===== src/rtl/ueg_pkg.sv =====
`timescale 1ns / 1ps
// Package for the ultrasonic echo ranging gap detector.
// Holds the shared types, register codes and reset constants; no dependencies.
package ueg_pkg;

  localparam int TRIGGER_TICKS_DEF = 10;
  localparam int TIMER_BITS_DEF    = 24;

  localparam int CFG_IDX_W  = 4;
  localparam int CFG_DATA_W = 24;
  localparam int POLL_W     = 24;
  localparam int TMO_W      = 16;
  localparam int THR_W      = 16;
  localparam int CONF_W     = 8;
  localparam int WIDTH_W    = 16;
  localparam int RUN_W      = 8;

  localparam logic [CFG_IDX_W-1:0] REG_POLL    = 4'd0;
  localparam logic [CFG_IDX_W-1:0] REG_TIMEOUT = 4'd1;
  localparam logic [CFG_IDX_W-1:0] REG_THRESH  = 4'd2;
  localparam logic [CFG_IDX_W-1:0] REG_CONFIRM = 4'd3;

  localparam logic [POLL_W-1:0] POLL_RESET    = 24'd60000;
  localparam logic [TMO_W-1:0]  TIMEOUT_RESET = 16'd30000;
  localparam logic [THR_W-1:0]  THRESH_RESET  = 16'd1740;
  localparam logic [CONF_W-1:0] CONFIRM_RESET = 8'd3;

  localparam logic [RUN_W-1:0]   GAP_RUN_MAX = 8'hFF;
  localparam logic [WIDTH_W-1:0] WIDTH_MAX   = 16'hFFFF;

  typedef enum logic [1:0] {
    PH_IDLE = 2'd0,
    PH_TRIG = 2'd1,
    PH_RISE = 2'd2,
    PH_FALL = 2'd3
  } phase_t;

  typedef struct packed {
    logic [POLL_W-1:0] poll_interval_ticks;
    logic [TMO_W-1:0]  echo_timeout_ticks;
    logic [THR_W-1:0]  gap_pulse_threshold;
    logic [CONF_W-1:0] gap_confirm_count;
  } cfg_t;

  typedef struct packed {
    logic               trigger_level;
    logic               reading_done;
    logic [WIDTH_W-1:0] echo_width_us;
    logic               echo_timed_out;
    logic [RUN_W-1:0]   gap_run_length;
    logic               gap_detected;
  } res_t;

endpackage


===== src/rtl/ueg_if.sv =====
`timescale 1ns / 1ps
// Channel interfaces for the echo ranging gap detector: tick samples,
// results and configuration writes. Widths come from ueg_pkg.
interface ueg_sample_if;
  logic valid;
  logic ready;
  logic echo_level;

  modport source (output valid, output echo_level, input ready);
  modport sink (input valid, input echo_level, output ready);
endinterface

interface ueg_result_if;
  logic                        valid;
  logic                        ready;
  logic                        trigger_level;
  logic                        reading_done;
  logic [ueg_pkg::WIDTH_W-1:0] echo_width_us;
  logic                        echo_timed_out;
  logic [ueg_pkg::RUN_W-1:0]   gap_run_length;
  logic                        gap_detected;

  modport source (output valid, output trigger_level, output reading_done,
                  output echo_width_us, output echo_timed_out,
                  output gap_run_length, output gap_detected, input ready);
  modport sink (input valid, input trigger_level, input reading_done,
                input echo_width_us, input echo_timed_out,
                input gap_run_length, input gap_detected, output ready);
endinterface

interface ueg_cfg_if;
  logic                           valid;
  logic                           ready;
  logic [ueg_pkg::CFG_IDX_W-1:0]  index;
  logic [ueg_pkg::CFG_DATA_W-1:0] data;

  modport source (output valid, output index, output data, input ready);
  modport sink (input valid, input index, input data, output ready);
endinterface


===== src/rtl/ueg_cfg_regs.sv =====
`timescale 1ns / 1ps
// Configuration register file for the echo ranging gap detector.
// Depends on ueg_pkg for register codes, widths and reset values.
module ueg_cfg_regs (
  input  logic                           clk,
  input  logic                           rst,
  input  logic                           wr_en,
  input  logic [ueg_pkg::CFG_IDX_W-1:0]  wr_index,
  input  logic [ueg_pkg::CFG_DATA_W-1:0] wr_data,
  output ueg_pkg::cfg_t                  cfg
);

  always_ff @(posedge clk) begin
    if (rst) begin
      cfg.poll_interval_ticks <= ueg_pkg::POLL_RESET;
      cfg.echo_timeout_ticks  <= ueg_pkg::TIMEOUT_RESET;
      cfg.gap_pulse_threshold <= ueg_pkg::THRESH_RESET;
      cfg.gap_confirm_count   <= ueg_pkg::CONFIRM_RESET;
    end else if (wr_en) begin
      unique case (wr_index)
        ueg_pkg::REG_POLL: begin
          cfg.poll_interval_ticks <= wr_data[ueg_pkg::POLL_W-1:0];
        end
        ueg_pkg::REG_TIMEOUT: begin
          cfg.echo_timeout_ticks <= wr_data[ueg_pkg::TMO_W-1:0];
        end
        ueg_pkg::REG_THRESH: begin
          cfg.gap_pulse_threshold <= wr_data[ueg_pkg::THR_W-1:0];
        end
        ueg_pkg::REG_CONFIRM: begin
          cfg.gap_confirm_count <= wr_data[ueg_pkg::CONF_W-1:0];
        end
        default: begin
        end
      endcase
    end
  end

endmodule


===== src/rtl/ueg_core.sv =====
`timescale 1ns / 1ps
// Ranging sequencer: phase state machine, saturating phase timer and gap run
// counter. Depends on ueg_pkg; produces one result per accepted tick.
module ueg_core #(
  parameter int TRIGGER_TICKS = ueg_pkg::TRIGGER_TICKS_DEF,
  parameter int TIMER_BITS    = ueg_pkg::TIMER_BITS_DEF
) (
  input  logic          clk,
  input  logic          rst,
  input  logic          step,
  input  logic          echo_level,
  input  ueg_pkg::cfg_t cfg,
  output ueg_pkg::res_t res
);

  localparam int CMP_W = (TIMER_BITS > ueg_pkg::POLL_W) ? TIMER_BITS : ueg_pkg::POLL_W;
  localparam logic [TIMER_BITS-1:0] TIMER_MAX = {TIMER_BITS{1'b1}};
  localparam logic [CMP_W-1:0] TRIG_END = CMP_W'(TRIGGER_TICKS);

  ueg_pkg::phase_t              phase, phase_next;
  logic [TIMER_BITS-1:0]        phase_ticks, phase_ticks_next;
  logic [ueg_pkg::RUN_W-1:0]    gap_run, gap_run_next;
  logic                         gap_flag, gap_flag_next;
  logic [TIMER_BITS-1:0]        elapsed;
  logic [CMP_W-1:0]             elapsed_ext;
  logic                         done;
  logic                         tmo;
  logic [ueg_pkg::WIDTH_W-1:0]  width;

  always_ff @(posedge clk) begin
    if (rst) begin
      phase       <= ueg_pkg::PH_IDLE;
      phase_ticks <= '0;
      gap_run     <= '0;
      gap_flag    <= 1'b0;
    end else if (step) begin
      phase       <= phase_next;
      phase_ticks <= phase_ticks_next;
      gap_run     <= gap_run_next;
      gap_flag    <= gap_flag_next;
    end
  end

  assign elapsed     = (phase_ticks == TIMER_MAX) ? phase_ticks : phase_ticks + 1'b1;
  assign elapsed_ext = CMP_W'(elapsed);

  always_comb begin
    phase_next       = phase;
    phase_ticks_next = elapsed;
    gap_run_next     = gap_run;
    gap_flag_next    = gap_flag;
    done             = 1'b0;
    tmo              = 1'b0;
    width            = '0;
    unique case (phase)
      ueg_pkg::PH_IDLE: begin
        if (elapsed_ext >= CMP_W'(cfg.poll_interval_ticks)) begin
          phase_next       = ueg_pkg::PH_TRIG;
          phase_ticks_next = '0;
        end
      end
      ueg_pkg::PH_TRIG: begin
        if (elapsed_ext >= TRIG_END) begin
          phase_next       = ueg_pkg::PH_RISE;
          phase_ticks_next = '0;
        end
      end
      ueg_pkg::PH_RISE: begin
        if (echo_level) begin
          phase_next       = ueg_pkg::PH_FALL;
          phase_ticks_next = '0;
        end else if (elapsed_ext >= CMP_W'(cfg.echo_timeout_ticks)) begin
          tmo              = 1'b1;
          phase_next       = ueg_pkg::PH_IDLE;
          phase_ticks_next = '0;
        end
      end
      ueg_pkg::PH_FALL: begin
        if (!echo_level) begin
          done  = 1'b1;
          width = (|elapsed_ext[CMP_W-1:ueg_pkg::WIDTH_W]) ? ueg_pkg::WIDTH_MAX
                                                          : elapsed_ext[ueg_pkg::WIDTH_W-1:0];
          if (elapsed_ext > CMP_W'(cfg.gap_pulse_threshold)) begin
            if (gap_run != ueg_pkg::GAP_RUN_MAX) begin
              gap_run_next = gap_run + 1'b1;
            end
          end else begin
            gap_run_next = '0;
          end
          gap_flag_next    = (gap_run_next >= cfg.gap_confirm_count);
          phase_next       = ueg_pkg::PH_IDLE;
          phase_ticks_next = '0;
        end else if (elapsed_ext >= CMP_W'(cfg.echo_timeout_ticks)) begin
          tmo              = 1'b1;
          phase_next       = ueg_pkg::PH_IDLE;
          phase_ticks_next = '0;
        end
      end
      default: begin
      end
    endcase
  end

  always_comb begin
    res.trigger_level  = (phase_next == ueg_pkg::PH_TRIG);
    res.reading_done   = done;
    res.echo_width_us  = width;
    res.echo_timed_out = tmo;
    res.gap_run_length = gap_run_next;
    res.gap_detected   = gap_flag_next;
  end

endmodule


===== src/rtl/ueg_out_reg.sv =====
`timescale 1ns / 1ps
// Result register between the sequencer and the result channel.
// Depends on ueg_pkg for the result beat layout.
module ueg_out_reg (
  input  logic          clk,
  input  logic          rst,
  input  logic          in_valid,
  output logic          in_ready,
  input  ueg_pkg::res_t in_data,
  output logic          out_valid,
  input  logic          out_ready,
  output ueg_pkg::res_t out_data
);

  assign in_ready = !out_valid || out_ready;

  always_ff @(posedge clk) begin
    if (rst) begin
      out_valid <= 1'b0;
    end else if (in_ready) begin
      out_valid <= in_valid;
    end
  end

  always_ff @(posedge clk) begin
    if (in_ready && in_valid) begin
      out_data <= in_data;
    end
  end

endmodule


===== src/rtl/ultrasonic_echo_ranging_gap_detector.sv =====
`timescale 1ns / 1ps
// Channel   Role    Beat contents
// sample    sink    echo_level, one beat per microsecond tick
// result    source  trigger_level, reading_done, echo_width_us, echo_timed_out,
//                   gap_run_length, gap_detected
// cfg       sink    index, data; always ready
// Each tick beat is worked combinationally and its result is registered, so a beat
// is taken every cycle while the result register can accept it, and a result
// leaves in the cycle after its tick. A stalled result register holds its beat
// and stops taking ticks only while it is full and not being read. Reset is
// synchronous and restores register defaults, idle phase, zero timer, zero gap run.
// Top level of the echo ranging gap detector; uses ueg_pkg, ueg_if.sv,
// ueg_cfg_regs, ueg_core and ueg_out_reg.
module ultrasonic_echo_ranging_gap_detector #(
  parameter int TRIGGER_TICKS = ueg_pkg::TRIGGER_TICKS_DEF,
  parameter int TIMER_BITS    = ueg_pkg::TIMER_BITS_DEF
) (
  input logic          clk,
  input logic          rst,
  ueg_sample_if.sink   sample,
  ueg_result_if.source result,
  ueg_cfg_if.sink      cfg
);

  ueg_pkg::cfg_t cfg_regs;
  ueg_pkg::res_t core_res;
  ueg_pkg::res_t out_res;
  logic          step;
  logic          stage_ready;

  assign cfg.ready    = 1'b1;
  assign sample.ready = stage_ready;
  assign step         = sample.valid && stage_ready;

  ueg_cfg_regs u_cfg_regs (
    .clk      (clk),
    .rst      (rst),
    .wr_en    (cfg.valid),
    .wr_index (cfg.index),
    .wr_data  (cfg.data),
    .cfg      (cfg_regs)
  );

  ueg_core #(
    .TRIGGER_TICKS (TRIGGER_TICKS),
    .TIMER_BITS    (TIMER_BITS)
  ) u_core (
    .clk        (clk),
    .rst        (rst),
    .step       (step),
    .echo_level (sample.echo_level),
    .cfg        (cfg_regs),
    .res        (core_res)
  );

  ueg_out_reg u_out_reg (
    .clk       (clk),
    .rst       (rst),
    .in_valid  (sample.valid),
    .in_ready  (stage_ready),
    .in_data   (core_res),
    .out_valid (result.valid),
    .out_ready (result.ready),
    .out_data  (out_res)
  );

  assign result.trigger_level  = out_res.trigger_level;
  assign result.reading_done   = out_res.reading_done;
  assign result.echo_width_us  = out_res.echo_width_us;
  assign result.echo_timed_out = out_res.echo_timed_out;
  assign result.gap_run_length = out_res.gap_run_length;
  assign result.gap_detected   = out_res.gap_detected;

endmodule


===== src/flat_wrapper.sv =====
// flat-port wrapper written by rule: the top's interface ports become plain ports
module ultrasonic_echo_ranging_gap_detector_flat 
#(
  parameter int TRIGGER_TICKS = ueg_pkg::TRIGGER_TICKS_DEF,
  parameter int TIMER_BITS    = ueg_pkg::TIMER_BITS_DEF
)
  (clk, rst, sample_valid, sample_echo_level, sample_ready, result_valid, result_trigger_level, result_reading_done, result_echo_width_us, result_echo_timed_out, result_gap_run_length, result_gap_detected, result_ready, cfg_valid, cfg_index, cfg_data, cfg_ready);
  ueg_sample_if sample_i ();
  ueg_result_if result_i ();
  ueg_cfg_if cfg_i ();
  input logic clk;
  input logic rst;
  input wire logic [$bits(sample_i.valid)-1:0] sample_valid;
  input wire logic [$bits(sample_i.echo_level)-1:0] sample_echo_level;
  output wire logic [$bits(sample_i.ready)-1:0] sample_ready;
  output wire logic [$bits(result_i.valid)-1:0] result_valid;
  output wire logic [$bits(result_i.trigger_level)-1:0] result_trigger_level;
  output wire logic [$bits(result_i.reading_done)-1:0] result_reading_done;
  output wire logic [$bits(result_i.echo_width_us)-1:0] result_echo_width_us;
  output wire logic [$bits(result_i.echo_timed_out)-1:0] result_echo_timed_out;
  output wire logic [$bits(result_i.gap_run_length)-1:0] result_gap_run_length;
  output wire logic [$bits(result_i.gap_detected)-1:0] result_gap_detected;
  input wire logic [$bits(result_i.ready)-1:0] result_ready;
  input wire logic [$bits(cfg_i.valid)-1:0] cfg_valid;
  input wire logic [$bits(cfg_i.index)-1:0] cfg_index;
  input wire logic [$bits(cfg_i.data)-1:0] cfg_data;
  output wire logic [$bits(cfg_i.ready)-1:0] cfg_ready;
  assign sample_i.valid = sample_valid;
  assign sample_i.echo_level = sample_echo_level;
  assign sample_ready = sample_i.ready;
  assign result_valid = result_i.valid;
  assign result_trigger_level = result_i.trigger_level;
  assign result_reading_done = result_i.reading_done;
  assign result_echo_width_us = result_i.echo_width_us;
  assign result_echo_timed_out = result_i.echo_timed_out;
  assign result_gap_run_length = result_i.gap_run_length;
  assign result_gap_detected = result_i.gap_detected;
  assign result_i.ready = result_ready;
  assign cfg_i.valid = cfg_valid;
  assign cfg_i.index = cfg_index;
  assign cfg_i.data = cfg_data;
  assign cfg_ready = cfg_i.ready;
  ultrasonic_echo_ranging_gap_detector #(.TRIGGER_TICKS(TRIGGER_TICKS), .TIMER_BITS(TIMER_BITS)) u_core (.clk(clk), .rst(rst), .sample(sample_i), .result(result_i), .cfg(cfg_i));
endmodule

===== config.mk =====
export PLATFORM = sky130hd
export DESIGN_NAME = ultrasonic_echo_ranging_gap_detector_flat
export DESIGN_NICKNAME = d
export VERILOG_FILES = /design/src/rtl/ueg_pkg.sv /design/src/rtl/ueg_if.sv /design/src/rtl/ueg_cfg_regs.sv /design/src/rtl/ueg_core.sv /design/src/rtl/ueg_out_reg.sv /design/src/rtl/ultrasonic_echo_ranging_gap_detector.sv /design/src/flat_wrapper.sv
export SDC_FILE = /design/constraint.sdc
export NUM_CORES = 1
export LEC_CHECK = 0
export BUFFER_PORTS_ARGS = -buffer_cell sky130_fd_sc_hd__buf_4
export CAP_MARGIN = 25
export CORE_AREA = 2 2 132 134
export CTS_CLUSTER_SIZE = 8
export DETAILED_ROUTE_END_ITERATION = 8
export DIE_AREA = 0 0 134 136
export HOLD_SLACK_MARGIN = 0.1
export PLACE_DENSITY = 0.69
export SYNTH_ARGS = -nofsm -noshare
export SYNTH_HDL_FRONTEND = slang
export SYNTH_SLANG_ARGS = --single-unit

===== constraint.sdc =====
create_clock -name clk -period 8.5 [get_ports clk]
set_input_delay 0.425 -clock clk [delete_from_list [all_inputs] [get_ports clk]]
set_output_delay 0.425 -clock clk [all_outputs]
set_load 0.01 [all_outputs]

==> qor.txt <==
largest net degree at the start of global routing -> 44
Yosys warning total -> 0
Final Max Slew Viols -> 0
fmax -> 154 MHz
Worst-Margin Slew -> 1070 ps
area of the multi-input gates -> 4160 um^2
Initial Util -> 44.3%
aggregate global routing overflow -> 0
data arrival time of the worst path -> 6670 ps
synthesis-to-layout area growth -> 16.5%
dpl cells -> 1,152
depth of the most critical reg-to-reg path -> 23
busiest layer in global routing -> met2
Final Hold Vio Count -> 0
Final Wtd Congestion -> 0.921
# resized after CTS -> 0
FFs w/ async S/R, synth -> 0%
cell taking the most area after synthesis -> dfxtp_1
Sequential Area -> 2840 um^2
crit end category -> flop
Die Footprint -> 18,200 um^2
number of synthesized flops with an enable pin -> 28
Die Y -> 136 um
layout cell share with drive strength beyond 1 -> 12.3%
cell-by-cell trace of the critical path -> nand4_1, nor3_2, a21oi_1, nor2b_1, and3_1, xor2_1, ha_1, nand4_1, nor2_1, nand4_1, or4_1, a31oi_2, o21bai_1, ha_1, nand2b_1, a21o_1, a21o_1, a21o_1, a21o_1, a21o_1, a21o_1, a21oi_1, o21ai_0
Crit Path Class -> reg -> reg
CTS buffer count -> 17
hold-fix buffers at CTS -> 0
max_slew headroom -> 28.3%
DP HPWL -> 14.0 mm
vias -> 6,496
met1 Use GR -> 30.9%
CTS root buffer -> clkbuf_16
Most used DFF post-synth -> dfxtp_1
placed cell area -> 8120 um^2
#FFs+latches synth -> 128
initial drt markers -> 524
CTS tree -> yes
Final setup viols -> 0
Final Cycle Share -> 76.6%
flop2flop setup slack -> 1990 ps
Final min period -> 6510 ps
CP startpoint -> u_core.u_core.phase_ticks[12]
Design Area, Final -> 8720 um^2
Hold Crit Start -> sample_valid
first-pass GRT wire length -> 31.8 mm
most frequent cell on the critical path -> a21o_1
Nets -> 1,046
Routed WL -> 19.2 mm
port bufs -> 63
Peak VDD IR -> 0.137 mV
CP max-delay cell -> a31oi_2
synth unique cells -> 64
Worst-path clk slew -> 60 ps
io pins -> 65
total track usage -> 22.3%
most frequent cells in the layout -> 161 x nand2_1, 100 x dfxtp_1, 76 x a21oi_1, 76 x inv_1, 71 x buf_4
max cap viols -> 0
synthesized netlist cell count -> 901
ant diodes -> 0
Leak -> 0.00366 uW
DRC violations left -> 0
Setup crit end -> u_core.u_out_reg.out_data[0]
pwr/cell area -> 169 nW/um^2
Avg WL per Cell -> 16.2 um
Hold Crit Class -> in -> reg
Mapped Nets -> 1,001
Crit path buffers/inverters -> 0
first-pass iteration count of the detailed router -> 5
crit-path max FO -> 24
met3 track demand over resource -> 5.59%
Finished Layout Cells -> 1,184
drt via density -> 5.49
register area share after synthesis -> 38.0%
# rows -> 48
Layout fillers -> 1,572
FF-to-FF Start -> u_core.u_core.phase_ticks[12]
Mapped Avg Cell Area -> 8.30 um^2
met2 global-route usage -> 34.6%
status -> completed
area share of the largest cell type after synthesis -> 26.8%
Routed Antenna Nets -> 0
RSZ-0062 raised after global routing -> no
vias in the first global route -> 6,034
Top delay family on crit path -> compound AO/OA/AOI/OAI gates
Layout Skew -> 5.53 ps
setup tns final -> 0 ps
CP Launch Type -> flop
CTS sink count -> 128
critical path depth -> 23
Die W -> 134 um
most common cell after layout, fill and taps aside -> nand2_1
htree depth -> 4
Critical R2R Capture -> u_core.u_out_reg.out_data[0]
Post-Syn Area -> 7480 um^2
Setup Fix Bufs, Post-CTS -> 0
critical path data required time -> 8660 ps
worst hold slack -> 248 ps
Core Box Area -> 16,900 um^2
initial antenna violation count -> 0
clk_lat worst skew -> 430 ps
Max clock buf depth -> 2
worst stage delay on the critical path -> 880 ps
largest cells by area after synthesis -> dfxtp_1 27%, edfxtp_1 11%, ha_1 11%, nand2_1 8.1%, a21oi_1 5.1%
-- where the power goes --
| part | internal (uW) | total [uW] | switching [uW] | leakage [uW] |
|---|---|---|---|---|
| sequential | 633 | 639 | 5.78 | 0.00109 |
| clock | 457 | 741 | 284 | 0.000288 |
| combinational | 36.7 | 90.3 | 53.5 | 0.00228 |
| total | 1130 | 1470 | 344 | 0.00366 |
-- synthesized netlist by cell type, types with 16 or more instances --
cell type / n
nand2_1: 161
dfxtp_1: 100
a21oi_1: 76
inv_1: 76
ha_1: 66
nor2_1: 46
clkbuf_1: 36
o21ai_0: 29
edfxtp_1: 28
o211ai_1: 28
nand3_1: 19
xnor2_1: 16
-- layout make-up --
cell class,count,area share [%]
tap,225,3.23
multi-input combinational,649,47.7
inverter,78,3.36
clock buffer,20,5.37
timing repair buffer,72,6.24
clock inverter,12,1.49
sequential,128,32.6
-- cells by family (layout without fill, tap and decap cells) --
family	Yosys count	in the layout	share of synthesized area [%]
AND/OR/NAND/NOR	319	319	19.7
other	1	1	0.0501
multiplexers	13	13	1.77
adder cells (fa/ha/maj)	66	66	11.0
flip-flops	128	128	38.0
buffers and inverters	124	182	6.49
AO/OA/AOI/OAI	220	220	19.4
XOR/XNOR	30	30	3.51
-- registers in the layout (all words and copies together) (netlist names) --
signal / count
u_core.u_cfg_regs.cfg: 64
u_core.u_out_reg.out_data: 28
u_core.u_core.phase_ticks: 24
u_core.u_core.gap_run: 8
u_core.u_core.phase: 2
u_core.u_core.gap_flag: 1
u_core.u_out_reg.out_valid: 1
-- metal layers --
| metal | vias to the layer above | share of wire (%) |
|---|---|---|
| met1 | 3017 | 48 |
| li1 | 3251 | - |
| met2 | 206 | 44 |
| met4 | 0 | 1.6 |
| met3 | 22 | 6.6 |
| met5 | - | 0 |
-- worst reg2reg max path: stages (launching register included) --
cell,delay (ps)
dfxtp_1,530
nand4_1,240
nor3_2,620
a21oi_1,170
nor2b_1,210
and3_1,210
xor2_1,360
ha_1,220
nand4_1,80
nor2_1,150
nand4_1,130
or4_1,540
a31oi_2,880
o21bai_1,250
ha_1,240
nand2b_1,140
a21o_1,170
a21o_1,170
a21o_1,170
a21o_1,170
a21o_1,160
a21o_1,170
a21oi_1,180
o21ai_0,90
-- stage by stage --
step	power, uW	utilization [%]	setup WS, ps
5_1_grt	1520	51.7	1430
4_1_cts	1480	51.7	2020
2_1_floorplan	699	-	2920
6_report	1470	51.7	1990
3_3_place_gp	741	48.1	2260
3_5_place_dp	743	48.1	2030
-- worst min-delay path by stage --
| stage | endpoint | slack (ps) | cells past startpoint |
|---|---|---|---|
| floorplan | u_core.u_cfg_regs.cfg[12] | 440 | 2 |
| global placement | u_core.u_cfg_regs.cfg[35] | 440 | 2 |
| detailed placement | u_core.u_cfg_regs.cfg[42] | 450 | 2 |
| CTS | u_core.u_out_reg.out_valid | 240 | 3 |
| global route | u_core.u_cfg_regs.cfg[61] | 240 | 3 |
| finish | u_core.u_out_reg.out_valid | 250 | 3 |
(Power assumes the default switching activity.)
